**src/sv/asp_pkg.sv**
```systemverilog
// Shared types, widths and helper functions for the adaptive share apportioner.
// Used by asp_ctrl, asp_datapath and adaptive_share_apportioner.
package asp_pkg;

  localparam int TASK_COUNT = 4;
  localparam int SHARE_W    = 7;
  localparam int PEAK_W     = 32;
  localparam int CFG_IDX_W  = 8;

  localparam int IDX_W      = $clog2(TASK_COUNT);
  localparam int BL_W       = $clog2(PEAK_W + 1);
  localparam int SHARE_MAX  = (1 << SHARE_W) - 1;
  localparam int IDEAL_MAX  = SHARE_MAX - 1 + PEAK_W;
  localparam int IDEAL_W    = $clog2(IDEAL_MAX + 1);
  localparam int SUM_W      = $clog2(TASK_COUNT * IDEAL_MAX + 1);
  localparam int DEN_W      = SUM_W + 1;
  localparam int NUM_W      = $clog2(2 * SHARE_MAX * IDEAL_MAX + TASK_COUNT * IDEAL_MAX + 1);
  // quotient never exceeds total_share, so SHARE_W quotient bits suffice
  localparam int TRIAL_W    = DEN_W + SHARE_W - 1;
  localparam int BIT_W      = $clog2(SHARE_W);
  localparam int GOT_W      = $clog2(TASK_COUNT * SHARE_MAX + 1);
  localparam int DIFF_W     = GOT_W + 1;

  localparam logic [CFG_IDX_W-1:0] REG_TOTAL_SHARE  = CFG_IDX_W'(0);
  localparam logic [CFG_IDX_W-1:0] REG_MIN_SHARE_EN = CFG_IDX_W'(1);

  localparam logic [SHARE_W-1:0] TOTAL_RESET = SHARE_W'(32);

  typedef logic [SHARE_W-1:0] share_t;
  typedef logic [PEAK_W-1:0]  peak_t;

  typedef struct packed {
    logic             capture;
    logic             ideal_en;
    logic             load;
    logic             div_en;
    logic             div_last;
    logic             diff_en;
    logic             fix_en;
    logic [IDX_W-1:0] idx;
    logic [BIT_W-1:0] bit_idx;
  } dp_cmd_t;

  typedef struct packed {
    logic diff_zero;
    logic pass_moved;
  } dp_status_t;

  // position of the highest set bit plus one; zero for zero
  function automatic logic [BL_W-1:0] bit_len(input logic [PEAK_W-1:0] v);
    logic [BL_W-1:0] n;
    n = '0;
    for (int i = 0; i < PEAK_W; i++) begin
      if (v[i]) n = BL_W'(i + 1);
    end
    return n;
  endfunction

endpackage

```
**src/sv/asp_datapath.sv**
```systemverilog
// Datapath: ideal shares, shared restoring divider, and correction passes.
// Depends on asp_pkg; driven by asp_ctrl through dp_cmd_t.
module asp_datapath (
  input  logic                clk,
  input  asp_pkg::dp_cmd_t    cmd,
  output asp_pkg::dp_status_t status,
  input  asp_pkg::share_t     total,
  input  logic                min_en,
  input  asp_pkg::share_t     cur_in  [asp_pkg::TASK_COUNT],
  input  asp_pkg::peak_t      peak_in [asp_pkg::TASK_COUNT],
  output asp_pkg::share_t     share_out [asp_pkg::TASK_COUNT]
);
  import asp_pkg::*;

  share_t                    cur   [TASK_COUNT];
  peak_t                     peak  [TASK_COUNT];
  logic [IDEAL_W-1:0]        ideal [TASK_COUNT];
  share_t                    share [TASK_COUNT];
  logic [SUM_W-1:0]          sum;
  logic [NUM_W-1:0]          rem;
  share_t                    quo;
  logic [GOT_W-1:0]          got;
  logic signed [DIFF_W-1:0]  diff;
  logic                      moved;

  logic [BL_W-1:0]    bl;
  logic [IDEAL_W-1:0] cur_plus;
  logic [IDEAL_W-1:0] ideal_new;
  logic [NUM_W-1:0]   prod;
  logic [NUM_W-1:0]   num_load;
  logic [DEN_W-1:0]   den;
  logic [TRIAL_W-1:0] trial;
  logic [TRIAL_W-1:0] rem_ext;
  logic               fit;
  logic [NUM_W-1:0]   rem_next;
  share_t             quo_next;
  share_t             cur_sh;
  logic               up;
  logic               down;
  logic               moved_acc;

  always_comb begin
    bl        = bit_len(peak[cmd.idx]);
    cur_plus  = IDEAL_W'(cur[cmd.idx]) + IDEAL_W'(bl);
    ideal_new = (cur_plus < IDEAL_W'(2)) ? IDEAL_W'(1) : cur_plus - IDEAL_W'(1);

    // round half up: (2*total*ideal + sum) / (2*sum)
    prod      = NUM_W'(total) * NUM_W'(ideal[cmd.idx]);
    num_load  = (prod << 1) + NUM_W'(sum);
    den       = {sum, 1'b0};
    trial     = TRIAL_W'(den) << cmd.bit_idx;
    rem_ext   = TRIAL_W'(rem);
    fit       = rem_ext >= trial;
    rem_next  = fit ? NUM_W'(rem_ext - trial) : rem;
    quo_next  = quo | (fit ? (SHARE_W'(1) << cmd.bit_idx) : '0);

    cur_sh    = share[cmd.idx];
    up        = !diff[DIFF_W-1] && (diff != '0) && (!min_en || cur_sh != '0);
    down      = diff[DIFF_W-1] && (cur_sh > SHARE_W'(1));
    moved_acc = ((cmd.idx == '0) ? 1'b0 : moved) | up | down;
  end

  always_ff @(posedge clk) begin
    if (cmd.capture) begin
      for (int i = 0; i < TASK_COUNT; i++) begin
        cur[i]  <= cur_in[i];
        peak[i] <= peak_in[i];
      end
      sum <= '0;
      got <= '0;
    end
    if (cmd.ideal_en) begin
      ideal[cmd.idx] <= ideal_new;
      sum            <= sum + SUM_W'(ideal_new);
    end
    if (cmd.load) begin
      rem <= num_load;
      quo <= '0;
    end
    if (cmd.div_en) begin
      rem <= rem_next;
      quo <= quo_next;
      if (cmd.div_last) begin
        share[cmd.idx] <= quo_next;
        got            <= got + GOT_W'(quo_next);
      end
    end
    if (cmd.diff_en) begin
      diff <= $signed(DIFF_W'(total)) - $signed(DIFF_W'(got));
    end
    if (cmd.fix_en) begin
      moved <= moved_acc;
      if (up) begin
        share[cmd.idx] <= cur_sh + SHARE_W'(1);
        diff           <= diff - DIFF_W'(1);
      end else if (down) begin
        share[cmd.idx] <= cur_sh - SHARE_W'(1);
        diff           <= diff + DIFF_W'(1);
      end
    end
  end

  assign status.diff_zero  = (diff == '0);
  assign status.pass_moved = moved_acc;

  always_comb begin
    for (int i = 0; i < TASK_COUNT; i++) share_out[i] = share[i];
  end

endmodule

```
**src/sv/asp_ctrl.sv**
```systemverilog
// Controller state machine: sequences ideal, divide and correction steps.
// Depends on asp_pkg; drives asp_datapath through dp_cmd_t.
module asp_ctrl (
  input  logic                clk,
  input  logic                rst,
  input  logic                start,
  output logic                busy,
  output logic                done,
  output asp_pkg::dp_cmd_t    cmd,
  input  asp_pkg::dp_status_t status
);
  import asp_pkg::*;

  typedef enum logic [6:0] {
    S_IDLE  = 7'b0000001,
    S_IDEAL = 7'b0000010,
    S_LOAD  = 7'b0000100,
    S_DIV   = 7'b0001000,
    S_DIFF  = 7'b0010000,
    S_FIX   = 7'b0100000,
    S_DONE  = 7'b1000000
  } state_t;

  localparam logic [IDX_W-1:0] IDX_LAST = IDX_W'(TASK_COUNT - 1);
  localparam logic [BIT_W-1:0] BIT_TOP  = BIT_W'(SHARE_W - 1);

  state_t           state, state_next;
  logic [IDX_W-1:0] idx, idx_next;
  logic [BIT_W-1:0] bit_idx, bit_idx_next;

  always_comb begin
    state_next   = state;
    idx_next     = idx;
    bit_idx_next = bit_idx;
    cmd          = '0;
    cmd.idx      = idx;
    cmd.bit_idx  = bit_idx;
    case (state)
      S_IDLE: begin
        if (start) begin
          cmd.capture = 1'b1;
          idx_next    = '0;
          state_next  = S_IDEAL;
        end
      end
      S_IDEAL: begin
        cmd.ideal_en = 1'b1;
        if (idx == IDX_LAST) begin
          idx_next   = '0;
          state_next = S_LOAD;
        end else begin
          idx_next = idx + IDX_W'(1);
        end
      end
      S_LOAD: begin
        cmd.load     = 1'b1;
        bit_idx_next = BIT_TOP;
        state_next   = S_DIV;
      end
      S_DIV: begin
        cmd.div_en = 1'b1;
        if (bit_idx == '0) begin
          cmd.div_last = 1'b1;
          if (idx == IDX_LAST) begin
            idx_next   = '0;
            state_next = S_DIFF;
          end else begin
            idx_next   = idx + IDX_W'(1);
            state_next = S_LOAD;
          end
        end else begin
          bit_idx_next = bit_idx - BIT_W'(1);
        end
      end
      S_DIFF: begin
        cmd.diff_en = 1'b1;
        idx_next    = '0;
        state_next  = S_FIX;
      end
      S_FIX: begin
        if (status.diff_zero) begin
          state_next = S_DONE;
        end else begin
          cmd.fix_en = 1'b1;
          if (idx == IDX_LAST) begin
            idx_next = '0;
            // a full pass that moved nothing means correction is stuck
            if (!status.pass_moved) state_next = S_DONE;
          end else begin
            idx_next = idx + IDX_W'(1);
          end
        end
      end
      S_DONE: begin
        state_next = S_IDLE;
      end
      default: begin
        state_next = S_IDLE;
      end
    endcase
  end

  always_ff @(posedge clk) begin
    if (rst) begin
      state   <= S_IDLE;
      idx     <= '0;
      bit_idx <= '0;
    end else begin
      state   <= state_next;
      idx     <= idx_next;
      bit_idx <= bit_idx_next;
    end
  end

  assign busy = (state != S_IDLE);
  assign done = (state == S_DONE);

endmodule

```
**src/sv/adaptive_share_apportioner.sv**
```systemverilog
// From start to done the block runs its ideal, divide, difference and
// correction steps in order (correction visits one task per cycle); the shared
// 7-step restoring divider, run once per task, takes most of that time.
// A new item cannot be taken while one is in progress; start is taken
// whenever busy is low, in the cycle after done; the receiver cannot stall.
// Reset: total_share = 32, min_share_enable = 1, controller idle.
// done is a one-cycle strobe; results hold until the next item rewrites them.
module adaptive_share_apportioner (
  input  logic                           clk,
  input  logic                           rst,
  input  logic                           start,
  output logic                           busy,
  output logic                           done,
  input  logic                           cfg_valid,
  output logic                           cfg_ready,
  input  logic [asp_pkg::CFG_IDX_W-1:0]  cfg_index,
  input  logic [asp_pkg::SHARE_W-1:0]    cfg_data,
  input  logic [asp_pkg::SHARE_W-1:0]    cur_share_0,
  input  logic [asp_pkg::SHARE_W-1:0]    cur_share_1,
  input  logic [asp_pkg::SHARE_W-1:0]    cur_share_2,
  input  logic [asp_pkg::SHARE_W-1:0]    cur_share_3,
  input  logic [asp_pkg::PEAK_W-1:0]     peak_0,
  input  logic [asp_pkg::PEAK_W-1:0]     peak_1,
  input  logic [asp_pkg::PEAK_W-1:0]     peak_2,
  input  logic [asp_pkg::PEAK_W-1:0]     peak_3,
  output logic [asp_pkg::SHARE_W-1:0]    new_share_0,
  output logic [asp_pkg::SHARE_W-1:0]    new_share_1,
  output logic [asp_pkg::SHARE_W-1:0]    new_share_2,
  output logic [asp_pkg::SHARE_W-1:0]    new_share_3
);
  import asp_pkg::*;

  share_t     total_share;
  logic       min_share_enable;
  dp_cmd_t    cmd;
  dp_status_t status;
  share_t     cur_in    [TASK_COUNT];
  peak_t      peak_in   [TASK_COUNT];
  share_t     share_out [TASK_COUNT];

  assign cfg_ready = 1'b1;

  always_ff @(posedge clk) begin
    if (rst) begin
      total_share      <= TOTAL_RESET;
      min_share_enable <= 1'b1;
    end else if (cfg_valid && cfg_ready) begin
      if (cfg_index == REG_TOTAL_SHARE) begin
        total_share <= cfg_data;
      end else if (cfg_index == REG_MIN_SHARE_EN) begin
        min_share_enable <= cfg_data[0];
      end
    end
  end

  assign cur_in[0]  = cur_share_0;
  assign cur_in[1]  = cur_share_1;
  assign cur_in[2]  = cur_share_2;
  assign cur_in[3]  = cur_share_3;
  assign peak_in[0] = peak_0;
  assign peak_in[1] = peak_1;
  assign peak_in[2] = peak_2;
  assign peak_in[3] = peak_3;

  asp_ctrl u_ctrl (
    .clk    (clk),
    .rst    (rst),
    .start  (start),
    .busy   (busy),
    .done   (done),
    .cmd    (cmd),
    .status (status)
  );

  asp_datapath u_datapath (
    .clk       (clk),
    .cmd       (cmd),
    .status    (status),
    .total     (total_share),
    .min_en    (min_share_enable),
    .cur_in    (cur_in),
    .peak_in   (peak_in),
    .share_out (share_out)
  );

  assign new_share_0 = share_out[0];
  assign new_share_1 = share_out[1];
  assign new_share_2 = share_out[2];
  assign new_share_3 = share_out[3];

endmodule

```
**config.mk**
```make
export PLATFORM = sky130hd
export DESIGN_NAME = adaptive_share_apportioner
export DESIGN_NICKNAME = d
export VERILOG_FILES = /design/src/sv/asp_pkg.sv /design/src/sv/asp_datapath.sv /design/src/sv/asp_ctrl.sv /design/src/sv/adaptive_share_apportioner.sv
export SDC_FILE = /design/constraint.sdc
export NUM_CORES = 1
export LEC_CHECK = 0
export ABC_AREA = 1
export BUFFER_PORTS_ARGS = -buffer_cell sky130_fd_sc_hd__buf_4
export CORE_MARGIN = 8
export CORE_UTILIZATION = 45
export DETAILED_ROUTE_END_ITERATION = 10
export PLACE_DENSITY_LB_ADDON = 0.25
export REMOVE_ABC_BUFFERS = 1
export SLEW_MARGIN = 20
export SYNTH_ARGS = -nofsm -noshare
export SYNTH_HDL_FRONTEND = slang
export SYNTH_SLANG_ARGS = --single-unit
```
**constraint.sdc**
```tcl
create_clock -name clk -period 28.5 [get_ports clk]
set_clock_uncertainty 0.05 [all_clocks]
set_input_delay 1.425 -clock clk [delete_from_list [all_inputs] [get_ports clk]]
set_output_delay 1.425 -clock clk [all_outputs]
set_load 0.01 [all_outputs]
```
==> impl_results.md, run 1 <==
* Max incr delay on CP at 820 ps
* Post-synth top flop: edfxtp_1
* Cell internal pwr at approximately 0.00098 W
* Setup bufs post-CTS at 0
* Top cell by count, worst path: nand2_1
* DRT Wirelength at approximately 41000 um
* Routed Antenna Nets at 0
* Worst rel slew slack at around 30%
* Hold Startpoint: u_datapath.got[0]
* Register area share after synthesis at between 40% and 50%
* CTS sink count at a little under 300
* Number of synthesized flops with an enable pin at between 200 and 250
* Clock Power Share at roughly 26%
* Critical path type: reg2reg
* # resized after CTS at 0
* Final Hold Slack at around 450 ps
* 1st-iter DRT viols at roughly 800
* Proportion of synthesized area in mux cells at less than 1%
* Clock root buffer: clkbuf_16
* I/O pin count at roughly 200
* Initial core utilization at 45.7%
* Combinational share of power at about two fifths
* H-Tree Depth at 1
* Layout area overhead at 17.1%
* Minimum clock period at ~7400 ps
* DRC at 0
* Core area at 36600 um2
* Fmax at around 130 MHz
* Max IR drop VDD at approximately 0.067 mV
* RePlAce Congestion at between 0.8 and 0.9
* Clock latency on the worst-skew pair at between 500 and 600 ps
* Max-cap violation count at 0
* Tightest Hold Check Type: reg2reg
* Max-slew violation count at 0
* Setup total negative slack at 0 ps
* Diode count at 0
* Sw Ratio at a little under two fifths
* Post-Synth XOR/XNOR Area at 2.41%
* Psw at a little under 0.0006 W
* Global-route usage over all layers at between 10% and 20%
* Seq pwr share at 35.9%
* Die Wd at approximately 210 um
* Drt first pass iters at 5
* Worst Setup End Kind: register
* RSZ-0062 raised after global routing: no
* Status: complete, no violations
* Critical path peak fanout at between 50 and 60
* IO Port Bufs at 204
* PD cells at between 80 and 90 nW/um2
* Final hold vios at 0
* Initial antenna violation count at 0
* Overflow after GRT at 0
* Fraction of layout cells with a size suffix above 1 at 16.1%
* Synthesized area at between 15000 and 20000 um2
* Largest net degree at the start of global routing at 109
* Slowest-stage cell, CP: dfxtp_1
* Synthesized flop and latch total at 290
* Clock Path Buffers at 3
* CP Buf/Inv Count at 8
* Die ar. at about 44000 um2
* Adder-Cell Fraction of Synth Area at between 10% and 20%
* Compound-Gate Fraction of Synth Area at between 10% and 20%
* First-pass GRT wire length at between 60000 and 70000 um
* Async S/R FF share, synth at 0%
* Num CTS Buffers at 31
* Clock Pin Slew Worst Setup and Hold Paths at roughly 60 ps
* Drt via density at about 5.2
* Fillers at about 3300
* Detailed placement HPWL at approximately 30000 um
* Yosys warnings at 0
* Main combinational cell family by area after synthesis: simple AND/OR/NAND/NOR gates
* Rows at 70
* Yosys cell types at 66
* Setup crit start kind: register
* Final Cycle Share at 26.1%
* Vias in the first global route at about 13000
* Detailed-route via count at about 13000
* Synth Area in Simple Gates at 16.3%
* Worst Path Arrival at 7810 ps
* Cell taking the most area after synthesis: edfxtp_1
* Slew @ Worst Pin at between 1000 and 1500 ps
* Family with the most delay on the worst path: simple AND/OR/NAND/NOR gates
* Wirelength per Cell at about 17 um
* Mean Syn Cell Area at between 9 and 10 um2
* Nets at 2257
* Die Y-Extent at around 210 um
* Cells after Synth at ~1800
* Largest cells by area after synthesis: edfxtp_1, nand2_1, ha_1
* CTS tree: done
* Worst EP required at 28870 ps
* Synth top area share at 44.6%
* Post-CTS Hold Fix Bufs at 0
* Setup-failing EPs final at 0
* Leak pwr at 8.46 nW
==> worst paths after layout <==
check / endpoint / slack [ps] / cells after the start
setup / recovery: u_datapath.sum[8] / 21050 / 53
hold / removal: u_datapath.got[0] / 450 / 2
setup reg to reg: u_datapath.sum[8] / 21050 / 53
hold reg to reg: u_datapath.got[0] / 450 / 2
==> synthesized netlist by cell type, drive strengths merged, types with 2 or more instances <==
library cell	instances
inv	223
a21o	3
nand4	4
nor3	16
dfxtp	41
a21oi	115
o32ai	5
xnor2	11
o31ai	13
nand3	62
fa	34
a32oi	8
or2	9
a21boi	2
a32o	28
buf	33
ha	101
a31oi	13
o211ai	3
a211oi	5
edfxtp	249
o21bai	6
o21a	6
o22ai	12
and2	5
o21ai	121
nor4	10
a221oi	2
clkbuf	24
nor2	147
xor2	35
nand2	406
==> worst reg2reg max path: cells and delay by family (launching register included) <==
family | cells | cell delay (ps)
buf+inv | 8 | 1250
simple gates | 30 | 1900
compound gates | 10 | 1730
fa+ha+maj | 4 | 1230
xor+xnor | 1 | 300
flops | 1 | 820
==> power by group through the flow <==
stage,registers (W),logic (W),clock network (W)
after floorplan,0.000583,0.000435,0
after global placement,0.000574,0.000579,0
after detailed placement,0.000575,0.000603,0
after CTS,0.000566,0.000608,0.000412
after global routing,0.000570,0.000697,0.000425
final,0.000566,0.000606,0.000403
==> per-layer routing <==
layer	vias up	track usage, %	share of wire [%]
met5	-	0	0
met4	0	5.10	2.6
met3	61	2.63	4.3
met2	274	33.1	50
met1	6012	23.3	43
li1	6372	-	-
==> kinds of logic (layout without fill, tap and decap cells) <==
kind of cell | after synthesis | after routing
and+or+nand+nor | 662 | 662
xor gates and xnor gates | 46 | 46
muxes | 1 | 1
AOI/OAI and AO/OA | 345 | 345
adders and majority gates | 135 | 135
other | 1 | 1
buffers and inverters | 281 | 492
DFF | 290 | 290
==> cell type report <==
| class | count | area [um2] | share of cell area (%) |
|---|---|---|---|
| multi-input cells | 1190 | 7280 | 37.1 |
| inverters | 224 | 846 | 4.31 |
| repair buffers | 210 | 1580 | 8.04 |
| clock buffers | 34 | 787 | 4.01 |
| clock inverters | 24 | 229 | 1.17 |
| well taps | 468 | 586 | 2.99 |
| flip-flops and latches | 290 | 8300 | 42.3 |
==> sequential cells by signal, indices dropped and copies added, names as in the netlist, named ones only <==
signal            count
u_datapath.got        9
u_datapath.ideal     32
u_datapath.peak     128
u_datapath.cur       28
u_datapath.moved      1
min_share_enable      1
u_datapath.diff      10
u_ctrl.state          7
u_datapath.quo        7
u_datapath.rem       15
u_ctrl.bit_idx        3
u_ctrl.idx            2
u_datapath.share     28
u_datapath.sum       10
total_share           7
==> metrics by stage <==
stage | std cells | utilization [%] | setup slack [ps] | area (um2) | power (W)
after floorplan | 1704 | - | 18770 | 16400 | 0.00102
after global placement | 2382 | 50.8 | 21340 | 18600 | 0.00115
after detailed placement | 2382 | 50.8 | 21110 | 18600 | 0.00118
after CTS | 2440 | 53.5 | 21040 | 19600 | 0.00159
after global routing | 2440 | 53.5 | 20000 | 19600 | 0.00169
final | 2440 | 53.5 | 21050 | 19600 | 0.00158
==> placed cells by master (no fill, tap or decap), types with 8 or more instances in the layout <==
cell,count
o21ai_1,13
buf_4,210
nand3_1,59
inv_1,212
xnor2_1,11
nor3_1,16
a21oi_1,111
nor2_1,142
ha_1,101
or2_2,8
dfxtp_1,40
o31ai_1,13
a32o_1,28
fa_1,34
o21ai_0,101
o22ai_1,11
edfxtp_1,249
nand2_1,400
clkbuf_16,31
xor2_1,35
a31oi_1,11
inv_2,10
nor4_1,9
No activity file was read; power rests on OpenSTA's default activity.
==> run 2, diff against run 1 <==
- clock period: 28.5 -> 6 ns (I/O delays scaled with it)
==> run 2 against run 1 <==
Against the previous run:
- combinational power rose to 6.0 times the previous value
- clock power rose to 4.8 times the previous value
- count of clock-buffer cells in the layout up 2
- final cell count up 10%
- worst setup slack worse by 21000 ps
- highest routed layer unchanged
- critical path depth down 1
- via count up 9.6%
- sequential share of layout area down 4.6 points
- global-route usage up 1.5 points
==> impl_results.md, run 2 (synthesis results as in run 1) <==
* Die ar. at around 44000 um2
* Fraction of layout cells with a size suffix above 1 at a little under a fifth
* Placed cell count at 2455
* Clock Path Buffers at 3
* Die Y-Extent at ~210 um
* Top cell by count, worst path: nand2_1
* I/O pin count at ~200
* Finished Layout Cells at around 2700
* Setup-failing EPs final at 0
* Largest regs: u_datapath.peak (128), u_datapath.ideal (32)
* Drt first pass iters at 5
* Slew @ Worst Pin at 927 ps
* Nets at roughly 2500
* Critical path peak fanout at 12
* Max-cap violation count at 0
* Initial antenna violation count at 2
* Clock Pin Slew Worst Setup and Hold Paths at around 70 ps
* Worst rel slew slack at a little under two fifths
* DRC at 0
* Die Wd at 209 um
* Clock root buffer: clkbuf_16
* PD cells at around 370 nW/um2
* DP Area at 19200 um2
* Max incr delay on CP at around 370 ps
* Tightest Hold Check Type: in2reg
* Clock latency on the worst-skew pair at ~580 ps
* 1st-iter DRT viols at between 800 and 900
* Core area at ~37000 um2
* Detailed-route via count at between 10000 and 15000
* CTS tree: done
* R2R Path End: u_datapath.sum[9]
* Final Cycle Share at 98.2%
* Most flop-heavy register: u_datapath.peak
* Overflow after GRT at 0
* CTS sink count at 290
* Post-route cell area at 22000 um2
* Vias in the first global route at around 14000
* Status: complete, no violations
* Most frequent cells in the layout: nand2_1, buf_4, edfxtp_1
* Worst EP required at ~6300 ps
* H-Tree Depth at 1
* RSZ-0062 raised after global routing: yes
* First-pass GRT wire length at 72000 um
* Dpl ws at -114 ps
* Final hold vios at 0
* Initial core utilization at between 40% and 50%
* Rows at 70
* Max-slew violation count at 0
* R2R cell count at 52
* Num CTS Buffers at 31
* IO Port Bufs at roughly 200
* Layout area overhead at 31.4%
* Worst Path Arrival at approximately 6100 ps
* Detailed placement HPWL at between 30000 and 40000 um
* Critical Path Sink: u_datapath.sum[9]
* Wirelength per Cell at 16.8 um
* Fmax at between 150 and 200 MHz
* Worst Setup End Kind: register
* Final worst setup slack at around 110 ps
* Worst Hold Depth at 4
* RePlAce Congestion at 0.864
* Critical path type: reg2reg
* Max FFs per register at 128
* Leak pwr at 9.55 nW
* DRT Wirelength at ~45000 um
* R2R Setup Slk at 110 ps
* Minimum clock period at around 6000 ps
* Commonest non-fill, non-tap cell in the layout: nand2_1
* Max IR drop VDD at 0.301 mV
* Drt via density at just over 5
* Setup crit start kind: register
* Global-route usage over all layers at approximately a fifth
* Largest net degree at the start of global routing at between 150 and 200
* Routed Antenna Nets at 0
* Slowest-stage cell, CP: dfxtp_1
## run 2: cell type report
cell class / count / area [um2]
fillers: 2983 / 14600
flip-flops and latches: 290 / 8300
multi-input cells: 1190 / 7350
repair buffers: 454 / 3880
inverters: 224 / 852
clock buffers: 36 / 795
well taps: 468 / 586
clock inverters: 21 / 231
diodes: 2 / 5.00
## run 2: how the worst min path moves through the flow
stage	slack, ps	startpoint	endpoint
after global placement	430	cur_share_2[1]	u_datapath.cur[2][1]
final	110	start	u_ctrl.state[0]
after CTS	100	start	u_ctrl.state[0]
after detailed placement	430	peak_3[29]	u_datapath.peak[3][29]
after global routing	140	start	u_ctrl.state[0]
after floorplan	320	rst	u_ctrl.state[5]
## run 2: stage by stage
step                total power, W  setup TNS (ps)  hold slack, ps  utilization [%]
finish                     0.00824               0             114             60.1
global route               0.00878           -2270             137             60.1
CTS                        0.00802               0            96.4             59.8
global placement           0.00589               0             428             52.4
floorplan                  0.00483         -496490             319                -
detailed placement         0.00598            -146             429             52.4
## run 2: power breakdown
part | switching [W] | internal (W)
sequential | 0.0000857 | 0.00260
combinational | 0.00210 | 0.00152
clock | 0.000806 | 0.00112
total | 0.00299 | 0.00525
## run 2: repair_timing
action	4_1_cts	5_1_grt
pin swaps	0	2
hold buffers	166	0
hold endpoints to repair	173	0
resized for setup	4	23
setup endpoints to repair	2	12
buffers inserted	0	5
## run 2: critical path: cells and delay by family, from the launching register on
kind / cells / cell delay, ps
AO/OA/AOI/OAI: 13 / 1820
XOR/XNOR: 1 / 220
adder cells (fa/ha/maj): 3 / 890
buffers and inverters: 5 / 500
flip-flops: 1 / 370
AND/OR/NAND/NOR: 30 / 1770
## run 2: layer usage
layer | GRT usage (%) | part of all wire [%]
met5 | 0 | 0
met4 | 7.19 | 3.6
met3 | 3.07 | 4.9
met2 | 36.0 | 50
met1 | 24.3 | 41
